`src/rtl/fxalu_pkg.sv`:
```
// Types and operation codes for the fixed-point ALU
package fxalu_pkg;

  localparam logic [3:0] FN_ADD     = 4'd0;
  localparam logic [3:0] FN_SUB     = 4'd1;
  localparam logic [3:0] FN_MUL     = 4'd2;
  localparam logic [3:0] FN_DIV     = 4'd3;
  localparam logic [3:0] FN_GT      = 4'd4;
  localparam logic [3:0] FN_LT      = 4'd5;
  localparam logic [3:0] FN_GE      = 4'd6;
  localparam logic [3:0] FN_LE      = 4'd7;
  localparam logic [3:0] FN_EQ      = 4'd8;
  localparam logic [3:0] FN_NE      = 4'd9;
  localparam logic [3:0] FN_MIN     = 4'd10;
  localparam logic [3:0] FN_MAX     = 4'd11;
  localparam logic [3:0] FN_INC     = 4'd12;
  localparam logic [3:0] FN_DEC     = 4'd13;
  localparam logic [3:0] FN_TO_INT  = 4'd14;
  localparam logic [3:0] FN_FROM_INT = 4'd15;

  localparam logic signed [31:0] S32_MAX = 32'sh7FFF_FFFF;
  localparam logic signed [31:0] S32_MIN = 32'sh8000_0000;

  // Result of the simple (non mul/div) path, carried along the pipeline
  typedef struct packed {
    logic [3:0]        func;
    logic signed [31:0] simple_res;
    logic              cmp;
  } fxa_side_t;

  function automatic logic signed [31:0] sat64(input logic signed [63:0] v);
    logic signed [31:0] r;
    if (v > 64'sh0000_0000_7FFF_FFFF) r = S32_MAX;
    else if (v < -64'sh0000_0000_8000_0000) r = S32_MIN;
    else r = v[31:0];
    return r;
  endfunction

endpackage

```
`src/rtl/fxalu_simple.sv`:
```
// Combinational operations: add/sub, compares, min/max, inc/dec, conversions
module fxalu_simple
  import fxalu_pkg::*;
#(
  parameter int FRAC_BITS = 8
) (
  input  logic [3:0]         func_i,
  input  logic signed [31:0] a_i,
  input  logic signed [31:0] b_i,
  output logic signed [31:0] res_o,
  output logic               cmp_o
);
  logic signed [63:0] a64, b64, sh;

  always_comb begin
    a64 = 64'(a_i);
    b64 = 64'(b_i);
    sh  = a64 <<< FRAC_BITS;
    res_o = '0;
    cmp_o = 1'b0;
    case (func_i)
      FN_ADD:      res_o = sat64(a64 + b64);
      FN_SUB:      res_o = sat64(a64 - b64);
      FN_GT:       cmp_o = a_i > b_i;
      FN_LT:       cmp_o = a_i < b_i;
      FN_GE:       cmp_o = a_i >= b_i;
      FN_LE:       cmp_o = a_i <= b_i;
      FN_EQ:       cmp_o = a_i == b_i;
      FN_NE:       cmp_o = a_i != b_i;
      FN_MIN:      res_o = (a_i < b_i) ? a_i : b_i;
      FN_MAX:      res_o = (a_i > b_i) ? a_i : b_i;
      FN_INC:      res_o = sat64(a64 + 64'sd1);
      FN_DEC:      res_o = sat64(a64 - 64'sd1);
      FN_TO_INT:   res_o = a_i >>> FRAC_BITS;
      FN_FROM_INT: res_o = sat64(sh);
      default:     res_o = '0;
    endcase
  end
endmodule

```
`config.mk`:
```
export PLATFORM = sky130hd
export DESIGN_NAME = fxalu_simple
export DESIGN_NICKNAME = d
export VERILOG_FILES = /design/src/rtl/fxalu_pkg.sv /design/src/rtl/fxalu_simple.sv
export SDC_FILE = /design/constraint.sdc
export NUM_CORES = 1
export LEC_CHECK = 0
export ABC_AREA = 1
export BUFFER_PORTS_ARGS = -buffer_cell sky130_fd_sc_hd__buf_2
export CAP_MARGIN = 25
export CORE_MARGIN = 1
export CORE_UTILIZATION = 64
export DETAILED_ROUTE_END_ITERATION = 7
export PLACE_DENSITY_LB_ADDON = 0.12
export SETUP_SLACK_MARGIN = 0.2
export SYNTH_ARGS = -nofsm -noshare
export SYNTH_HDL_FRONTEND = slang
export SYNTH_SLANG_ARGS = --single-unit
```
`constraint.sdc`:
```
create_clock -name vclk -period 3.6
set_clock_uncertainty 0.15 [all_clocks]
set_input_delay 0.54 -clock vclk [all_inputs]
set_output_delay 0.54 -clock vclk [all_outputs]
set_load 0.01 [all_outputs]
```
==> results of run 1 <==
==> layer usage <==
layer	global-route usage, %	overflow
met1	88.0	31
met3	75.5	20
met2	115	538
met5	41.5	5
met4	110	234
==> cells in the mapped netlist, types with 3 or more instances <==
cell type,number
o21a_1,3
o211ai_1,18
nand4_1,85
o21ai_0,56
buf_4,28
nand3_1,164
nor2_4,9
and2_1,3
nor2_1,260
inv_1,244
and3_1,4
o21ai_1,12
nand2_1,825
xnor2_1,4
buf_2,27
a31oi_1,23
nor2_2,9
nor3_1,30
a21oi_1,81
nand2_4,5
o21bai_1,15
a21o_1,3
ha_1,68
nor3_2,3
clkbuf_1,23
nor4_1,4
buf_6,12
nand3b_1,14
inv_2,9
nand2_2,21
xor2_1,50
==> metrics by stage <==
step	util (%)	hold slack [ns]	instances	setup TNS (ns)	area [um^2]
floorplan	-	1.10	2134	0	10400
global placement	84.7	1.45	2721	-5.83	13500
detailed placement	84.7	1.46	2721	-10.02	13500
CTS	94.5	1.46	2774	-0.149	15000
==> cell families after synthesis <==
family / count (synthesis) / share of synthesized area [%]
AND/OR/NAND/NOR: 1446 / 60.1
XOR/XNOR: 54 / 4.56
buffers and inverters: 346 / 14.8
AO/OA/AOI/OAI: 217 / 11.9
adder cells (fa/ha/maj): 71 / 8.68
==> timing repair <==
item	CTS
setup endpoints to repair	33
pin swaps	75
setup buffers	49
gates cloned	4
gates resized for setup	282
==> key figures, run 1 <==
Outcome
  • Status: did not finish
  • Stopped at: 5_1_grt
  • First Err: [ERROR GRT-0116] Global routing finished with congestion. Check the congestion regions in the DRC Viewer.

Synth
  • Synth warn: 0
  • Area leader, netlist: nand2_1
  • Sequential area share after synthesis: 0%
  • Net Count, Synth: 2,272
  • Mean Syn Cell Area: 4.86 um^2
  • Synth Cell Area: 10,400 um^2
  • Yosys cell types: 48
  • Yosys top cell area share: 29.8%
  • Top post-synthesis cells by area: nand2_1 (30%), nor2_1 (9.4%), inv_1 (8.8%)
  • Cell count after synthesis: 2,134

Global routing
  • First-pass GRT wire length: 122 mm
  • Vias in the first global route: 22,100
  • GRT Total Usage: 94.1%
  • Largest net degree at the start of global routing: 33
  • Grt ovf: 828

Floorplanning
  • Die height: 129 um
  • Starting Density: 65.3%
  • Die width: 129 um
  • Core Rows: 46
  • Num ports: 101

Place
  • Port Buf Inserts: 101
  • Hpwl dp: 40.9 mm
  • GP Congestion: 1.27
  • Post-Place Setup Slack: -0.374 ns

Clocking
  • Hold buffers post-CTS: 0
==> inputs of run 2 (changes only) <==
Settings changed: CORE_UTILIZATION 64 to 40, PLACE_DENSITY_LB_ADDON 0.12 to 0.15, SETUP_SLACK_MARGIN 0.2 to default.
==> run 2 against run 1 <==
The flow now finishes, with violations (setup timing). Synthesized cell count did not move. Area after synthesis unchanged.
==> key figures, run 2 <==
Outcome
  • Status: finished with violations
  • Failing checks: setup timing

STA
  • Final hold slack: 1.41 ns
  • Hold Vio Cnt, Final: 0
  • Worst-margin pin slew: 0.727 ns
  • RSZ-0062 raised after global routing: true
  • Worst relative slew slack: 51.2%
  • PnR worst setup slack: -0.211 ns
  • Final period utilization: 106%
  • Final-report setup violation count: 33
  • Tmin final: 3.81 ns
  • Fmax: 0.262 GHz
  • Final slew viol count: 0

Cells and area
  • Syn-to-layout area delta: 66.1%
  • Most common cell after layout, fill and taps aside: nand2_1
  • Final core utilization: 68.1%
  • Most frequent cells in the layout: nand2_1 (721), buf_4 (497), inv_1 (216), nor2_1 (174), nand3_1 (141)
  • Share of cells above drive strength 1: 39.3%
  • Post-route cell area: 17,200 um^2
  • Seq Cell Count: 0
  • Final Net Count: 2,853
  • Clock buf count: 0
  • Register Area: 0 um^2
  • Fillers: 2,428
  • Number of diodes: 0
  • Multi-input combinational cell area: 10,400 um^2

Place
  • Post-Place Setup Slack: -0.436 ns
  • DP Area: 14,500 um^2
  • GP Congestion: 1.09
  • Port Buf Inserts: 101
  • Hpwl dp: 47.2 mm

Worst setup path
  • Slowest CP cell: fa_2
  • WS Path Type: in2out
  • CP peak stage delay: 0.40 ns
  • Startpoint Class: input port
  • Critical-path cell list: buf_12, clkinvlp_4, buf_6, fa_2, o21ai_2, nand2_1, nand2_2, nand2_2, nand2_2, nand2_2, buf_6, nand3_4, nand2_4, nand2_4, inv_4, nor2_4, clkinvlp_4, nor2_2, nor2_1, nand3b_1, buf_2
  • Most Frequent Cell on Critical Path: nand2_2
  • CP endpoint kind: output pin
  • WP buf/inv: 7
  • CP Max Fanout: 5
  • CP arrival: 3.12 ns
  • CP delay by family, top: simple AND/OR/NAND/NOR gates
  • CP required: 2.91 ns

Global routing
  • GRT Total Usage: 44.1%
  • Initial antenna violation count: 1
  • Vias in the first global route: 16,000
  • Largest net degree at the start of global routing: 33
  • Grt ovf: 0
  • First-pass GRT wire length: 89.7 mm

Synth
  • XOR/XNOR Fraction of Synth Area: 4.56%
  • Sequential area share after synthesis: 0%
  • Mean Syn Cell Area: 4.86 um^2
  • Compound-Gate Fraction of Synth Area: 11.9%
  • Synth cell count leaders: nand2_1 (825), nor2_1 (260), inv_1 (244)
  • Cell count after synthesis: 2,134
  • Post-Synth Adder-Cell Area: 8.68%
  • Top post-synthesis cells by area: nand2_1 (30%), nor2_1 (9.4%), inv_1 (8.8%)
  • Synth warn: 0
  • Post-synthesis mux area share: 0%
  • Yosys top cell area share: 29.8%
  • Most instantiated library cell after synthesis: nand2_1
  • Area leader, netlist: nand2_1
  • Net Count, Synth: 2,272
  • Largest family of logic cells by synthesized area: simple AND/OR/NAND/NOR gates
  • Post-synthesis simple-gate area fraction: 60.1%
  • Yosys cell types: 48
  • Synth Cell Area: 10,400 um^2

Drt
  • 1st-pass router iterations: 6
  • DRT iter0 DRCs: 2,113
  • Drc violations: 0
  • Via/cell ratio: 5.58
  • Post-DRT Antenna Nets: 0
  • Vias: 17,000
  • Routed wire length: 60.2 mm
  • Average wire per standard cell: 19.8 um

Pwr
  • PnR Total Power: 0.00300 W
  • Cell area power density: 174 nW/um^2
  • Static Leak: 9.07 nW
  • Worst VDD drop: 0.125 mV

Hold path
  • Worst Hold Class: in2out

Floorplanning
  • Die width: 163 um
  • Die Area: 26,600 um^2
  • Die height: 163 um
  • Num ports: 101
  • Starting Density: 41.0%
  • CORE AREA: 25,300 um^2
  • Core Rows: 58

Job
  • Max-cap violations: 0

Clocking
  • Hold buffers post-CTS: 0
-- run 2: cell counts after synthesis --
No cell type changed its count.
-- run 2: stage by stage --
stage / cells / setup TNS, ns
5_1_grt: 3043 / -8.50
3_3_place_gp: 2957 / -11.33
6_report: 3043 / -4.69
4_1_cts: 3024 / -1.04
2_1_floorplan: 2134 / 0
3_5_place_dp: 2957 / -11.93
-- run 2: tightest hold or removal path, cell delays in order --
cell,delay [ns]
buf_2,0.14
nand4_1,0.09
o311ai_1,0.11
buf_2,0.15
-- run 2: worst paths after layout --
kind,startpoint,endpoint,cells past startpoint
worst max-delay path,a_i[1],res_o[11],21
worst min-delay path,func_i[2],cmp_o,4
-- run 2: area by class of cell --
type | instances | share of cell area, %
Inverter | 255 | 5.68
Timing Repair inverter | 1 | 0.0435
Multi-Input combinational cell | 1789 | 60.1
Tap cell | 330 | 2.40
Timing Repair Buffer | 668 | 31.8
-- run 2: cells by family after synthesis --
family                     Yosys count
and+or+nand+nor                   1446
buffers and inverters              346
AOI/OAI and AO/OA                  217
adders and majority gates           71
xor gates and xnor gates            54
-- run 2: timing repair --
item / CTS / global route
setup buffers: 62 / 16
endpoints found under the setup margin: 33 / 33
cloned: 8 / 3
resized for setup: 341 / 166
endpoints found under the hold margin: 0 / 0
pin swaps: 76 / 70
-- run 2: power breakdown --
group	internal [W]	total, W	switching [W]
clock	0	0	0
sequential	0	0	0
combinational	0.00131	0.00300	0.00169
total	0.00131	0.00300	0.00169
-- run 2: per-layer routing --
metal | vias up | share of wire [%] | track usage [%]
met4 | 0 | 6.8 | 24.3
met5 | - | 0 | 0
met2 | 1090 | 41 | 67.8
li1 | 7997 | - | -
met1 | 7674 | 40 | 58.7
met3 | 227 | 11 | 6.70
(Power assumes the default switching activity.)
